File: config.mk
export PLATFORM = sky130hd
export DESIGN_NAME = quoted_brace_tokenizer_top
export DESIGN_NICKNAME = d
export VERILOG_FILES = /design/src/rtl/core/qbt_pkg.sv /design/src/rtl/core/quoted_brace_tokenizer_top.sv
export SDC_FILE = /design/constraint.sdc
export NUM_CORES = 1
export LEC_CHECK = 0
export BUFFER_PORTS_ARGS = -buffer_cell sky130_fd_sc_hd__buf_2
export CORE_MARGIN = 3
export CORE_UTILIZATION = 50
export DETAILED_ROUTE_END_ITERATION = 8
export HOLD_SLACK_MARGIN = 0.12
export MAX_ROUTING_LAYER = met4
export PLACE_DENSITY = 0.7
export SLEW_MARGIN = 10
export SYNTH_ARGS = -nofsm -noshare
export SYNTH_HDL_FRONTEND = slang
export SYNTH_SLANG_ARGS = --single-unit
export TNS_END_PERCENT = 50
File: constraint.sdc
create_clock -name clk_i -period 8 [get_ports clk_i]
set_input_delay 0.4 -clock clk_i [delete_from_list [all_inputs] [get_ports clk_i]]
set_output_delay 0.4 -clock clk_i [all_outputs]
set_load 0.1 [all_outputs]
File: src/rtl/core/qbt_pkg.sv
// ----------------------------------------------------------------------------
// qbt_pkg: shared types and constants of the quoted brace tokenizer
// Character codes, scan modes, token kinds, the result record and the
// token length limits.
// ----------------------------------------------------------------------------
package qbt_pkg;

  // Token storage the tokenizer models; the usable limit is one less
  localparam int unsigned TOKEN_BUFFER = 1024;

  localparam int unsigned LEN_W = 10;
  localparam int unsigned DEPTH_W = 8;

  localparam int unsigned LIMIT_CAP_INT =
    (TOKEN_BUFFER - 1 > (1 << LEN_W) - 1) ? (1 << LEN_W) - 1 : TOKEN_BUFFER - 1;
  localparam logic [LEN_W-1:0] LIMIT_CAP = LEN_W'(LIMIT_CAP_INT);
  localparam logic [LEN_W-1:0] MAX_LEN_RESET = LEN_W'(1023);

  // Result queue: room for two items' worth of results
  localparam int unsigned RQ_DEPTH = 4;
  localparam int unsigned RQ_AW = $clog2(RQ_DEPTH);

  localparam logic [7:0] CHAR_QUOTE  = 8'h22;
  localparam logic [7:0] CHAR_BSLASH = 8'h5C;
  localparam logic [7:0] CHAR_LBRACE = 8'h7B;
  localparam logic [7:0] CHAR_RBRACE = 8'h7D;
  localparam logic [7:0] CHAR_SPACE  = 8'h20;
  localparam logic [7:0] CHAR_TAB    = 8'h09;
  localparam logic [7:0] CHAR_CR     = 8'h0D;

  typedef enum logic [1:0] {
    MODE_IDLE,
    MODE_WORD,
    MODE_QUOTE,
    MODE_ESCAPE
  } scan_mode_e;

  typedef enum logic [1:0] {
    KIND_WORD,
    KIND_STRING,
    KIND_OPEN,
    KIND_CLOSE
  } token_kind_e;

  typedef struct packed {
    logic [7:0]         out_byte;
    logic               has_byte;
    logic               token_end;
    token_kind_e        kind;
    logic               truncated;
    logic [DEPTH_W-1:0] depth;
    logic               brace_error;
    logic               last;
  } res_t;

  // Build one result; depth and last are filled in once the item is done
  function automatic res_t mk_res(logic [7:0] b, logic has, logic tend,
                                  token_kind_e kind, logic trunc, logic err);
    res_t r;
    r.out_byte    = has ? b : 8'h00;
    r.has_byte    = has;
    r.token_end   = tend;
    r.kind        = kind;
    r.truncated   = trunc;
    r.depth       = '0;
    r.brace_error = err;
    r.last        = 1'b0;
    return r;
  endfunction

endpackage

File: src/rtl/core/quoted_brace_tokenizer_top.sv
// ----------------------------------------------------------------------------
// quoted_brace_tokenizer_top: streaming tokenizer for braces and quoted strings
// Takes one character per item, emits token bytes and token ends with their
// kind, tracks brace nesting depth and flags truncated tokens.
// ----------------------------------------------------------------------------
//
//  channel | direction | handshake             | payload
//  --------+-----------+-----------------------+-------------------------------
//  in      | input     | in_valid_i/in_stall_o | char_in_i, end_of_input_i
//  out     | output    | out_valid_o/out_stall_i | out_byte_o .. last_o
//  cfg     | input     | cfg_valid_i/cfg_ready_o | cfg_data_i (max token length)
//
// An item waits in the input register until the queue has room and is then
// scanned into zero, one or two results in a four-entry result queue. The
// single output port drains one result per cycle while out_stall_i is low,
// so items of up to one result flow at one per cycle; two-result items stall.
// Reset clears the scan state, depth, queue and sets the length limit to 1023.
// in_stall_o rises only when the queue lacks room for two more results.
// ----------------------------------------------------------------------------
module quoted_brace_tokenizer_top
  import qbt_pkg::*;
(
  input  logic               clk_i,
  input  logic               rst_ni,
  input  logic               in_valid_i,
  output logic               in_stall_o,
  input  logic [7:0]         char_in_i,
  input  logic               end_of_input_i,
  output logic               out_valid_o,
  input  logic               out_stall_i,
  output logic [7:0]         out_byte_o,
  output logic               has_byte_o,
  output logic               token_end_o,
  output logic [1:0]         token_kind_o,
  output logic               truncated_o,
  output logic [DEPTH_W-1:0] brace_depth_o,
  output logic               brace_error_o,
  output logic               last_o,
  input  logic               cfg_valid_i,
  output logic               cfg_ready_o,
  input  logic [LEN_W-1:0]   cfg_data_i
);

  logic [LEN_W-1:0]   max_len_q;
  logic               item_vld_q, item_vld_d;
  logic [7:0]         char_q;
  logic               eoi_q;
  scan_mode_e         mode_q, mode_d;
  logic [LEN_W-1:0]   len_q, len_d;
  logic               ovf_q, ovf_d;
  logic [DEPTH_W-1:0] depth_q, depth_d;
  res_t               rq_mem [RQ_DEPTH];
  logic [RQ_AW-1:0]   wr_ptr_q, rd_ptr_q;
  logic [RQ_AW:0]     cnt_q, cnt_d;
  logic               in_acc, proc, pop;
  logic [LEN_W-1:0]   lim;
  res_t [1:0]         res_v;
  logic [1:0]         n_v;
  logic [1:0]         push_n;
  res_t               head;

  // Configuration register: always writable
  assign cfg_ready_o = 1'b1;

  always_ff @(posedge clk_i or negedge rst_ni) begin
    if (!rst_ni) begin
      max_len_q <= MAX_LEN_RESET;
    end else if (cfg_valid_i) begin
      max_len_q <= cfg_data_i;
    end
  end

  assign lim = (max_len_q > LIMIT_CAP) ? LIMIT_CAP : max_len_q;

  // Input register handshake
  assign proc       = item_vld_q && (cnt_q <= (RQ_AW+1)'(RQ_DEPTH - 2));
  assign in_stall_o = item_vld_q && !proc;
  assign in_acc     = in_valid_i && !in_stall_o;

  always_comb begin
    item_vld_d = item_vld_q;
    if (in_acc) begin
      item_vld_d = 1'b1;
    end else if (proc) begin
      item_vld_d = 1'b0;
    end
  end

  always_ff @(posedge clk_i or negedge rst_ni) begin
    if (!rst_ni) begin
      item_vld_q <= 1'b0;
    end else begin
      item_vld_q <= item_vld_d;
    end
  end

  always_ff @(posedge clk_i) begin
    if (in_acc) begin
      char_q <= char_in_i;
      eoi_q  <= end_of_input_i;
    end
  end

  // Scan one item: next state and up to two results
  always_comb begin : scan
    logic is_space;
    logic is_brace;
    logic err;
    mode_d   = mode_q;
    len_d    = len_q;
    ovf_d    = ovf_q;
    depth_d  = depth_q;
    n_v      = 2'd0;
    res_v    = '0;
    err      = 1'b0;
    is_space = (char_q == CHAR_SPACE) || ((char_q >= CHAR_TAB) && (char_q <= CHAR_CR));
    is_brace = (char_q == CHAR_LBRACE) || (char_q == CHAR_RBRACE);

    if (eoi_q) begin
      case (mode_q)
        MODE_WORD, MODE_QUOTE: begin
          res_v[n_v[0]] = mk_res(8'h00, 1'b0, 1'b1,
                                 (mode_q == MODE_WORD) ? KIND_WORD : KIND_STRING,
                                 ovf_d, 1'b0);
          n_v = n_v + 2'd1;
        end
        MODE_ESCAPE: begin
          // Flush the pending backslash with the token end if it fits
          if (len_d < lim) begin
            res_v[n_v[0]] = mk_res(CHAR_BSLASH, 1'b1, 1'b1, KIND_STRING, ovf_d, 1'b0);
          end else begin
            res_v[n_v[0]] = mk_res(8'h00, 1'b0, 1'b1, KIND_STRING, 1'b1, 1'b0);
          end
          n_v = n_v + 2'd1;
        end
        default: begin
        end
      endcase
      mode_d = MODE_IDLE;
      len_d  = '0;
      ovf_d  = 1'b0;
    end else begin
      case (mode_q)
        MODE_IDLE: begin
          if (is_space) begin
          end else if (char_q == CHAR_QUOTE) begin
            mode_d = MODE_QUOTE;
          end else if (!is_brace) begin
            mode_d = MODE_WORD;
            if (len_d < lim) begin
              len_d = len_d + LEN_W'(1);
              res_v[n_v[0]] = mk_res(char_q, 1'b1, 1'b0, KIND_WORD, 1'b0, 1'b0);
              n_v = n_v + 2'd1;
            end else begin
              ovf_d = 1'b1;
            end
          end
        end
        MODE_WORD: begin
          if (is_space || is_brace) begin
            res_v[n_v[0]] = mk_res(8'h00, 1'b0, 1'b1, KIND_WORD, ovf_d, 1'b0);
            n_v    = n_v + 2'd1;
            mode_d = MODE_IDLE;
            len_d  = '0;
            ovf_d  = 1'b0;
          end else if (len_d < lim) begin
            len_d = len_d + LEN_W'(1);
            res_v[n_v[0]] = mk_res(char_q, 1'b1, 1'b0, KIND_WORD, 1'b0, 1'b0);
            n_v = n_v + 2'd1;
          end else begin
            ovf_d = 1'b1;
          end
        end
        MODE_QUOTE: begin
          if (char_q == CHAR_QUOTE) begin
            res_v[n_v[0]] = mk_res(8'h00, 1'b0, 1'b1, KIND_STRING, ovf_d, 1'b0);
            n_v    = n_v + 2'd1;
            mode_d = MODE_IDLE;
            len_d  = '0;
            ovf_d  = 1'b0;
          end else if (char_q == CHAR_BSLASH) begin
            mode_d = MODE_ESCAPE;
          end else if (len_d < lim) begin
            len_d = len_d + LEN_W'(1);
            res_v[n_v[0]] = mk_res(char_q, 1'b1, 1'b0, KIND_STRING, 1'b0, 1'b0);
            n_v = n_v + 2'd1;
          end else begin
            ovf_d = 1'b1;
          end
        end
        MODE_ESCAPE: begin
          // Keep the backslash unless it escapes a quote
          if (char_q != CHAR_QUOTE) begin
            if (len_d < lim) begin
              len_d = len_d + LEN_W'(1);
              res_v[n_v[0]] = mk_res(CHAR_BSLASH, 1'b1, 1'b0, KIND_STRING, 1'b0, 1'b0);
              n_v = n_v + 2'd1;
            end else begin
              ovf_d = 1'b1;
            end
          end
          if (len_d < lim) begin
            len_d = len_d + LEN_W'(1);
            res_v[n_v[0]] = mk_res(char_q, 1'b1, 1'b0, KIND_STRING, 1'b0, 1'b0);
            n_v = n_v + 2'd1;
          end else begin
            ovf_d = 1'b1;
          end
          mode_d = MODE_QUOTE;
        end
        default: begin
        end
      endcase

      // Brace token outside quotes, after any word end
      if (is_brace && ((mode_q == MODE_IDLE) || (mode_q == MODE_WORD))) begin
        if (char_q == CHAR_LBRACE) begin
          if (depth_d != {DEPTH_W{1'b1}}) begin
            depth_d = depth_d + DEPTH_W'(1);
          end
          res_v[n_v[0]] = mk_res(char_q, 1'b1, 1'b1, KIND_OPEN, 1'b0, 1'b0);
        end else begin
          err = (depth_d == '0);
          if (!err) begin
            depth_d = depth_d - DEPTH_W'(1);
          end
          res_v[n_v[0]] = mk_res(char_q, 1'b1, 1'b1, KIND_CLOSE, 1'b0, err);
        end
        n_v = n_v + 2'd1;
      end
    end

    // Stamp depth after the item and mark its final result
    res_v[0].depth = depth_d;
    res_v[1].depth = depth_d;
    res_v[0].last  = (n_v == 2'd1);
    res_v[1].last  = (n_v == 2'd2);
  end

  // Scan state registers
  always_ff @(posedge clk_i or negedge rst_ni) begin
    if (!rst_ni) begin
      mode_q  <= MODE_IDLE;
      len_q   <= '0;
      ovf_q   <= 1'b0;
      depth_q <= '0;
    end else if (proc) begin
      mode_q  <= mode_d;
      len_q   <= len_d;
      ovf_q   <= ovf_d;
      depth_q <= depth_d;
    end
  end

  // Result queue: push up to two, pop one per cycle unless out_stall_i is high
  assign push_n      = proc ? n_v : 2'd0;
  assign out_valid_o = (cnt_q != '0);
  assign pop         = out_valid_o && !out_stall_i;
  assign cnt_d       = cnt_q + (RQ_AW+1)'(push_n) - (RQ_AW+1)'(pop);

  always_ff @(posedge clk_i) begin
    if (push_n != 2'd0) begin
      rq_mem[wr_ptr_q] <= res_v[0];
    end
    if (push_n == 2'd2) begin
      rq_mem[wr_ptr_q + RQ_AW'(1)] <= res_v[1];
    end
  end

  always_ff @(posedge clk_i or negedge rst_ni) begin
    if (!rst_ni) begin
      wr_ptr_q <= '0;
      rd_ptr_q <= '0;
      cnt_q    <= '0;
    end else begin
      wr_ptr_q <= wr_ptr_q + RQ_AW'(push_n);
      if (pop) begin
        rd_ptr_q <= rd_ptr_q + RQ_AW'(1);
      end
      cnt_q <= cnt_d;
    end
  end

  // Drive the output fields from the queue head
  assign head          = rq_mem[rd_ptr_q];
  assign out_byte_o    = head.out_byte;
  assign has_byte_o    = head.has_byte;
  assign token_end_o   = head.token_end;
  assign token_kind_o  = head.kind;
  assign truncated_o   = head.truncated;
  assign brace_depth_o = head.depth;
  assign brace_error_o = head.brace_error;
  assign last_o        = head.last;

endmodule

# Word level (Yosys, flattened, before mapping)

Memories as Yosys holds them, arrays and structs flattened.
Index checks and enable logic that the tools add are counted.

Bits in registers: 48
Memory bits (writable): 92
Input port bits: 24
Output and inout port bits: 26
Logic and storage cells: 171
Memories: 1

Memories:

| memory | depth | width | rd ports | clocked after memory_dff | write ports | line                             | source |
|---|---|---|---|---|---|---|---|
| rq_mem | 4     | 23    | 1        | 0                        | 2           | quoted_brace_tokenizer_top.sv:52 | `res_t rq_mem [RQ_DEPTH];` |

Add/subtract/negate cells: 11
Magnitude comparators: 10
Equal/unequal tests: 21
Multiplexer cells: 92
Reductions and logical operators: 25

Operators by type and width:

| cell                                                             | count |
|---|---|
| 23-bit two-way mux                                               | 17 |
| 46-bit bitwise mux                                               | 3 |
| 46-bit two-way mux                                               | 3 |
| 10-bit two-way mux                                               | 13 |
| 23-bit one-hot mux with 4 select lines                           | 1 |
| 22-bit two-way mux                                               | 3 |
| 23-bit demux with 1-bit select                                   | 2 |
| 22-bit one-hot mux with 2 select lines                           | 1 |
| 8-bit two-way mux                                                | 5 |
| 10-bit one-hot mux with 4 select lines                           | 1 |
| 2-bit two-way mux                                                | 14 |
| 1-bit two-way mux                                                | 26 |
| 8-bit by 7-bit == test with 1-bit output (second input constant) | 3 |
| 10-bit by 1-bit adder with 10-bit output (second input constant) | 2 |
| 10-bit < comparator                                              | 2 |
| 8-bit by 6-bit == test with 1-bit output (second input constant) | 2 |
| 4-bit inequality test (second input constant)                    | 4 |
| 2-bit one-hot mux with 4 select lines                            | 2 |
| 3-bit inequality test (second input constant)                    | 4 |
| 10-bit > comparator (second input constant)                      | 1 |
| 5-bit AND reduction                                              | 2 |
| 2-bit by 1-bit adder with 2-bit output (second input constant)   | 4 |
| 8-bit by 1-bit adder with 8-bit output (second input constant)   | 1 |
| 2-bit == test (second input constant)                            | 4 |
| 23 further kinds                                                 | 39 |

# Longest topological paths before layout

Gate-level depths: netlist of run 1.

Depth in word-level cells: 19
Depth in mapped cells: 31
Gate-level depth less buffers: 28

# Worst setup path before layout of run 1

No wires, ideal clock.

Kind: register -> register
Start point: reg max_len_q[8]
End point: mem rq_mem[0][0] (netlist bit), enable pin
Setup time: 439 ps
Arrival time: 7,045 ps
Data required time: 7,561 ps
Path slack: 517 ps
Cell stages (with the launch flop): 27
Buffers on the path: 3
Period minus slack after synthesis: 7,483 ps
Cells stage by stage: dfstp_2 > inv_1 > ha_1 > a21oi_1 > a21boi_0 > a211o_1 > buf_2 > buf_1 > nor3_2 > nand2_1 > xnor2_1 > ha_1 > o21ai_0 > a21o_1 > a21oi_1 > a31o_1 > maj3_2 > a21oi_4 > ha_1 > a21oi_1 > a32o_1 > ha_1 > clkbuf_1 > mux2_2 > nor2_1 > nor2_1 > o31ai_1

RTL lines:

| element                  | line                             | source |
|---|---|---|
| start: declaration       | quoted_brace_tokenizer_top.sv:44 | `logic [LEN_W-1:0] max_len_q;` |
| start signal: assignment | quoted_brace_tokenizer_top.sv:69 | `max_len_q <= cfg_data_i;` |
| end: declaration         | quoted_brace_tokenizer_top.sv:52 |  |

==> results of run 1 <==
## per-stage QoR
step | hold WS (ps) | area, sq um | setup slack, ps | utilization, % | total power [mW]
after floorplan | 104 | 8830 | 517 | - | 2.91
after global placement | 478 | 9250 | 1140 | 54.6 | 3.30
after detailed placement | 495 | 9250 | 1060 | 54.6 | 3.33
after CTS | 128 | 9870 | 1020 | 58.3 | 4.16
after global routing | 143 | 9870 | 395 | 58.3 | 4.38
final | 96.0 | 9870 | 996 | 58.3 | 4.15
## worst register-to-register path, cell delays in order (launching register included)
cell and delay (ps):
sky130_fd_sc_hd__dfstp_2 520, sky130_fd_sc_hd__inv_1 60, sky130_fd_sc_hd__ha_1 310, sky130_fd_sc_hd__nand4_1 130, sky130_fd_sc_hd__nor4_1 80, sky130_fd_sc_hd__a211o_1 540
sky130_fd_sc_hd__nor3_2 510, sky130_fd_sc_hd__nand2_1 140, sky130_fd_sc_hd__xnor2_1 360, sky130_fd_sc_hd__ha_1 310, sky130_fd_sc_hd__o21ai_0 70, sky130_fd_sc_hd__a21o_1 100
sky130_fd_sc_hd__a21oi_1 50, sky130_fd_sc_hd__a31o_1 240, sky130_fd_sc_hd__maj3_2 350, sky130_fd_sc_hd__a21oi_4 380, sky130_fd_sc_hd__ha_1 320, sky130_fd_sc_hd__a21oi_1 150
sky130_fd_sc_hd__a32o_1 210, sky130_fd_sc_hd__ha_1 300, sky130_fd_sc_hd__mux2_2 300, sky130_fd_sc_hd__nor2_1 210, sky130_fd_sc_hd__nor2_1 160, sky130_fd_sc_hd__o31ai_4 580
sky130_fd_sc_hd__buf_4 340
## layer usage
metal  vias up  track usage, %  wire length [um]
met5         -               -                 0
met4         0            7.21               425
met3        37            3.38              1290
met2       303            37.0             10700
met1      3400            31.2              9350
li1       3277               -                 -
## synth_stat cells (8+ instances only)
library cell               number  area, sq um
sky130_fd_sc_hd__nor4_1        10         62.6
sky130_fd_sc_hd__inv_1         36          135
sky130_fd_sc_hd__or3_1          9         56.3
sky130_fd_sc_hd__clkbuf_1      42          158
sky130_fd_sc_hd__a22o_1        19          166
sky130_fd_sc_hd__a21oi_1       53          265
sky130_fd_sc_hd__o21ai_1       10         50.1
sky130_fd_sc_hd__o21ai_0       59          295
sky130_fd_sc_hd__nand4_1       10         62.6
sky130_fd_sc_hd__ha_1          32          400
sky130_fd_sc_hd__nand2_1       80          300
sky130_fd_sc_hd__xor2_1        15          131
sky130_fd_sc_hd__nand2b_1      11         68.8
sky130_fd_sc_hd__dfrtp_1       29          726
sky130_fd_sc_hd__edfxtp_1     101         3030
sky130_fd_sc_hd__mux4_2        23          518
sky130_fd_sc_hd__nor2_1        45          169
sky130_fd_sc_hd__nand3_1       25          125
sky130_fd_sc_hd__xnor2_1       14          123
sky130_fd_sc_hd__a31oi_1        8         50.1
sky130_fd_sc_hd__nor3_1        20          100
sky130_fd_sc_hd__o31ai_1        8         60.1
sky130_fd_sc_hd__and2_1         9         56.3
sky130_fd_sc_hd__dfstp_2       10          263
sky130_fd_sc_hd__a41oi_1        9         78.8
sky130_fd_sc_hd__and3_1        10         62.6
sky130_fd_sc_hd__o211ai_1      12         90.1
sky130_fd_sc_hd__a21o_1         9         67.6
## worst paths after layout
check / startpoint / to / slack, ps
min in group clk_i: char_in_i[5] / char_q[5]$_DFFE_PP_ / 150
hold / removal: rst_ni / len_q[4]$_DFFE_PN0P_ / 100
setup / recovery: max_len_q[8]$_DFFE_PN1P_ / rq_mem[0][18]$_DFFE_PP_ / 1000
setup reg to reg: max_len_q[8]$_DFFE_PN1P_ / rq_mem[0][18]$_DFFE_PP_ / 1000
max in group asynchronous: rst_ni / rd_ptr_q[0]$_DFFE_PN0P_ / 7330
hold reg to reg: rd_ptr_q[0]$_DFFE_PN0P_ / rd_ptr_q[0]$_DFFE_PN0P_ / 510
## final cells by class
cell class	count	area (sq um)	area share, %
clock inverter	15	195	1.98
multi-input combinational	612	4460	45.2
tap	220	275	2.79
timing repair buffer	62	345	3.50
inverter	39	146	1.48
sequential	140	4020	40.8
clock buffer	17	425	4.31
## flip-flops by register name, indices dropped and copies added, names as in the netlist, 2 cells and up
name,count
rq_mem,92
len_q,10
max_len_q,10
char_q,8
depth_q,8
cnt_q,3
mode_q,2
rd_ptr_q,2
wr_ptr_q,2
## kinds of logic (layout without fill, tap and decap cells)
logic type	Yosys count	count (layout)	synth area share, %
multiplexers	36	36	7.45
other	1	1	0.0425
buffers and inverters	96	133	4.36
AO/OA/AOI/OAI	245	245	18.6
AND/OR/NAND/NOR	265	265	15.9
flip-flops	140	140	45.5
XOR/XNOR	30	30	3.13
adder cells (fa/ha/maj)	35	35	5.02
## cell usage in the layout, fill, tap and decap left out, types with 11 or more instances in the layout
cell and count:
sky130_fd_sc_hd__a21oi_1 53, sky130_fd_sc_hd__a22o_1 19, sky130_fd_sc_hd__buf_2 48, sky130_fd_sc_hd__buf_4 14, sky130_fd_sc_hd__clkbuf_16 17, sky130_fd_sc_hd__dfrtp_1 29, sky130_fd_sc_hd__edfxtp_1 101, sky130_fd_sc_hd__ha_1 32
sky130_fd_sc_hd__inv_1 36, sky130_fd_sc_hd__mux4_2 23, sky130_fd_sc_hd__nand2_1 80, sky130_fd_sc_hd__nand2b_1 11, sky130_fd_sc_hd__nand3_1 25, sky130_fd_sc_hd__nor2_1 43, sky130_fd_sc_hd__nor3_1 20, sky130_fd_sc_hd__o211ai_1 12
sky130_fd_sc_hd__o21ai_0 59, sky130_fd_sc_hd__xnor2_1 14, sky130_fd_sc_hd__xor2_1 15
## power breakdown
group	internal, mW	switching [mW]
registers	1.01	0.184
clock network	0.478	0.345
logic	0.638	1.49
==> implementation parameters, run 1 <==
Parameter                              Value

Run status
  Run status ... completed

Timing
  Worst Tran Pin Value ... 1100 ps
  Unrepaired setup endpoints after global routing ... false
  Slew headroom ... 26.6%
  Peak clock frequency supported by timing ... 0.143 GHz
  Final setup violation count ... 0
  Final worst clock skew ... 20.6 ps
  Number of slew-limit violations in the final report ... 0
  Endpoints failing hold ... 0
  Clock period minus final worst setup slack ... 7000 ps
  Setup TNS ... 0 ps
  Part of the cycle the worst path needs ... 87.5%

Global route
  Global routing usage summed across all routing layers ... 23.3%
  Number of global-route vias before repair ... 6638
  Antenna violations before repair ... 0
  Maximum number of pins on one net before global-route repair ... 40
  First-pass GRT wire length ... 35300 um
  Remaining global-route overflow ... 0

Die
  DIE AREA ... 19300 sq um
  Initial cell density of the core ... 52.1%
  Die Ht ... 139 um
  Number of standard-cell rows in the floorplan ... 47
  Ports placed on the boundary ... 50
  Die boundary width ... 139 um
  Floorplan core area ... 16900 sq um

Cells and area
  Antenna Diode Count ... 0
  Final net count ... 929
  Final cell count without fillers ... 1105
  Filler instances ... 1409
  Ratio of cells with drive above 1 in the final layout ... 18.4%
  Area growth from synthesis to layout ... 11.7%

Synth
  Post-synthesis net count ... 905
  Synth Register Bits ... 140
  Post-synthesis instance area ... 8830 sq um
  Async set or reset register ratio after synthesis ... 27.9%
  Most instantiated flip-flop cell in the synthesis netlist ... sky130_fd_sc_hd__edfxtp_1
  Number of flops mapped to enable cells by yosys ... 101
  Post-synthesis cell type count ... 84
  Synthesized area divided by synthesized cell count ... 10.4 sq um
  Mapped Cells ... 848
  Count of yosys warnings during synthesis ... 0
  Share of the yosys chip area belonging to registers ... 45.5%

Routing
  Number of nets with antenna violations after detailed routing ... 0
  First-iteration detailed-routing DRC count ... 753
  Count of TritonRoute iterations in the first routing pass ... 6
  Wire length per cell ... 19.7 um
  Vias after detailed routing ... 7017
  Via/cell ratio ... 6.35
  # DRC ... 0
  Detailed-route wire length ... 21700 um

Clocking
  Number of clock sinks ... 140
  TritonCTS buffer count ... 17
  Count of hold buffers inserted by post-cts repair ... 0
  Post-CTS resize count ... 0
  Clock tree from TritonCTS ... built
  Register clock-pin slew on the reported worst setup and hold paths ... 70 ps
  Master cell of the clock root buffer ... sky130_fd_sc_hd__clkbuf_16
  Source-to-sink clock delay at the later pin of the worst-skew pair ... 430 ps
  # Post-CTS Setup Buffers ... 0
  Maximum level of the CTS H-tree ... 4
  Max clock buf depth ... 2

Setup path
  Critical path, cell by cell ... inv_1 > ha_1 > nand4_1 > nor4_1 > a211o_1 > nor3_2 > nand2_1 > xnor2_1 > ha_1 > o21ai_0 > a21o_1 > a21oi_1 > a31o_1 > maj3_2 > a21oi_4 > ha_1 > a21oi_1 > a32o_1 > ha_1 > mux2_2 > nor2_1 > nor2_1 > o31ai_4 > buf_4
  Startpoint-to-endpoint class of the critical path ... flop to flop
  Cell count along the critical path ... 24
  Cell with the most instances on the worst path ... sky130_fd_sc_hd__ha_1
  Crit path max fanout ... 18
  Kind of end point of the critical path ... flop
  Slowest stage cell on the critical path ... sky130_fd_sc_hd__o31ai_4
  Data arrival, critical path ... 7130 ps
  Delay of the slowest cell on the worst path ... 580 ps
  Buffers plus inverters on the worst setup path ... 2
  Data required time at the worst endpoint ... 8120 ps
  Delay-heaviest family, CP ... compound AO/OA/AOI/OAI gates
  Setup crit start kind ... flop
  Number of cells on the worst reg-to-reg path ... 24

Power and ir drop
  Pwr/cell area ... 421 nW/um^2
  Leak pwr ... 3.81 nW
  Maximum vdd drop ... 0.351 mV

Placement
  HPWL after detailed placement ... 15400 um
  PortBufs ... 48
  Global placer's final weighted congestion ... 0.936
  Number of placed instances with taps included ... 1073

Hold path
  Class of the worst hold path ... input port to async pin

Flow run
  Max-Cap Viols ... 0
Note: power is estimated with default switching activity, not from simulation.
==> run 2, diff against run 1 <==
- MAX_ROUTING_LAYER: met4 -> not set
- RECOVER_POWER: not set -> 100
==> implementation parameters, run 2 (synthesis results as in run 1) <==
Parameter                              Value

Run status
  Run status ... finished, violations left
  Violations in the final reports ... capacitance limit, slew limit

Power and ir drop
  Sequential Power Share ... 29.0%
  Part of the power in combinational logic ... 51.1%
  Pwr/cell area ... 421 nW/um^2
  Clock network fraction of total power ... 19.9%
  Maximum vdd drop ... 0.340 mV
  Switching power ... 2.02 mW
  Pint ... 2.10 mW
  Switching part of the total power ... 49.0%
  Leak pwr ... 3.72 nW

Hold path
  Class of the worst hold path ... input port to flop

Die
  Die Ht ... 139 um
  Ports placed on the boundary ... 50
  Initial cell density of the core ... 52.1%
  DIE AREA ... 19300 sq um
  Floorplan core area ... 16900 sq um
  Die boundary width ... 139 um
  Number of standard-cell rows in the floorplan ... 47

Clocking
  Register clock-pin slew on the reported worst setup and hold paths ... 60 ps
  Max clock buf depth ... 2
  Count of hold buffers inserted by post-cts repair ... 0
  Master cell of the clock root buffer ... sky130_fd_sc_hd__clkbuf_16
  Clock tree from TritonCTS ... built
  Maximum level of the CTS H-tree ... 4
  Post-CTS resize count ... 0
  TritonCTS buffer count ... 17
  Number of clock sinks ... 140
  # Post-CTS Setup Buffers ... 0
  Source-to-sink clock delay at the later pin of the worst-skew pair ... 430 ps

Global route
  Global routing usage on met2 ... 37.2%
  Global routing usage summed across all routing layers ... 22.6%
  Antenna violations before repair ... 0
  First-pass GRT wire length ... 35300 um
  Number of global-route vias before repair ... 6654
  Grt met1 use ... 31.1%
  GRT met3 Usage ... 3.38%
  Maximum number of pins on one net before global-route repair ... 40
  Remaining global-route overflow ... 0
  Gr busiest metal ... met2

Routing
  Count of TritonRoute iterations in the first routing pass ... 5
  Vias after detailed routing ... 6987
  Detailed-route wire length ... 21800 um
  Wire length per cell ... 19.7 um
  # DRC ... 0
  Via/cell ratio ... 6.32
  Number of nets with antenna violations after detailed routing ... 0
  First-iteration detailed-routing DRC count ... 809

Placement
  Global placer's final weighted congestion ... 0.920
  Dpl cell area ... 9250 sq um
  PortBufs ... 48
  HPWL after detailed placement ... 15400 um

Timing
  Endpoints failing hold ... 0
  Peak clock frequency supported by timing ... 0.139 GHz
  Number of slew-limit violations in the final report ... 40
  Part of the cycle the worst path needs ... 90.0%
  Worst Tran Pin Value ... 2170 ps
  Final setup violation count ... 0
  Unrepaired setup endpoints after global routing ... false
  Final worst clock skew ... 15.0 ps
  Slew headroom ... -44.4%
  Setup TNS ... 0 ps
  Clock period minus final worst setup slack ... 7200 ps

Cells and area
  Most frequent cells in the layout ... sky130_fd_sc_hd__edfxtp_1 (101), sky130_fd_sc_hd__nand2_1 (80), sky130_fd_sc_hd__o21ai_0 (68)
  Register ranked first by flip-flop count ... rq_mem
  Final Instance Area ... 9790 sq um
  Antenna Diode Count ... 0
  Commonest non-fill, non-tap cell in the layout ... sky130_fd_sc_hd__edfxtp_1
  Final net count ... 929
  Area growth from synthesis to layout ... 10.9%
  Ratio of cells with drive above 1 in the final layout ... 14.0%
  Largest registers ranked by flip-flop count ... rq_mem (92), len_q (10), max_len_q (10)
  Max reg flops ... 92
  Filler instances ... 1433

Setup path
  Setup crit start kind ... flop
  Startpoint-to-endpoint class of the critical path ... flop to flop
  Kind of end point of the critical path ... flop
  Crit path max fanout ... 18
  Data arrival, critical path ... 7250 ps
  Data required time at the worst endpoint ... 8050 ps

Flow run
  Max-Cap Viols ... 1
-- run 2: area by class of cell --
class	instances	area [sq um]	share of cell area (%)
Clock buffer	17	425	4.35
Clock inverter	15	195	1.99
Inverter	39	146	1.50
Multi-Input combinational cell	612	4430	45.2
Sequential cell	140	4020	41.1
Tap cell	220	275	2.81
Timing Repair Buffer	62	300	3.07
-- run 2: layer usage --
| layer | wire length, um | vias to the layer above |
|---|---|---|
| li1 | - | 3282 |
| met1 | 9430 | 3393 |
| met2 | 10700 | 281 |
| met3 | 1230 | 31 |
| met4 | 445 | 0 |
| met5 | 0 | - |
-- run 2: power by group through the flow --
| stage | clock (mW) | sequential [mW] | combinational [mW] |
|---|---|---|---|
| 2_1_floorplan | 0 | 1.08 | 1.82 |
| 3_3_place_gp | 0 | 1.20 | 2.10 |
| 3_5_place_dp | 0 | 1.21 | 2.12 |
| 4_1_cts | 0.835 | 1.19 | 2.13 |
| 5_1_grt | 0.865 | 1.22 | 2.27 |
| 6_report | 0.821 | 1.19 | 2.10 |
-- run 2: final timing paths --
kind	from	endpoint	slack, ps	cells past startpoint
setup / recovery	max_len_q[8]$_DFFE_PN1P_	rq_mem[2][0]$_DFFE_PP_	800	25
hold / removal	char_in_i[5]	char_q[5]$_DFFE_PP_	160	1
setup reg to reg	max_len_q[8]$_DFFE_PN1P_	rq_mem[2][0]$_DFFE_PP_	800	25
hold reg to reg	rd_ptr_q[0]$_DFFE_PN0P_	rd_ptr_q[0]$_DFFE_PN0P_	510	1
max in group asynchronous	rst_ni	wr_ptr_q[1]$_DFF_PN0_	6150	1
min in group asynchronous	rst_ni	len_q[4]$_DFFE_PN0P_	610	1
-- run 2: metrics by stage --
| stage | instances | setup WS, ps | util, % | total power [mW] | hold WS [ps] |
|---|---|---|---|---|---|
| after floorplan | 848 | 517 | - | 2.91 | 104 |
| after global placement | 1073 | 1140 | 54.6 | 3.30 | 478 |
| after detailed placement | 1073 | 1060 | 54.6 | 3.33 | 495 |
| after CTS | 1105 | 1020 | 58.3 | 4.16 | 128 |
| after global routing | 1105 | 308 | 57.8 | 4.35 | 143 |
| final | 1105 | 801 | 57.8 | 4.12 | 158 |
-- run 2: worst max-delay path: stages (launching register included) --
cell,delay [ps]
sky130_fd_sc_hd__dfstp_2,520
sky130_fd_sc_hd__inv_1,60
sky130_fd_sc_hd__ha_1,320
sky130_fd_sc_hd__nand4_1,130
sky130_fd_sc_hd__nor4_1,380
sky130_fd_sc_hd__a211o_1,600
sky130_fd_sc_hd__nor3_1,170
sky130_fd_sc_hd__nand3_1,170
sky130_fd_sc_hd__nor2_1,70
sky130_fd_sc_hd__xor2_1,170
sky130_fd_sc_hd__ha_1,310
sky130_fd_sc_hd__and3_1,150
sky130_fd_sc_hd__nand3_1,120
sky130_fd_sc_hd__nor2_1,150
sky130_fd_sc_hd__nand2_1,70
sky130_fd_sc_hd__o211ai_1,620
sky130_fd_sc_hd__a21oi_4,170
sky130_fd_sc_hd__ha_1,340
sky130_fd_sc_hd__a21oi_1,60
sky130_fd_sc_hd__a32o_1,300
sky130_fd_sc_hd__ha_1,360
sky130_fd_sc_hd__mux2_2,300
sky130_fd_sc_hd__nor2_1,210
sky130_fd_sc_hd__nor2_1,160
sky130_fd_sc_hd__o31ai_4,370
sky130_fd_sc_hd__clkbuf_2,540
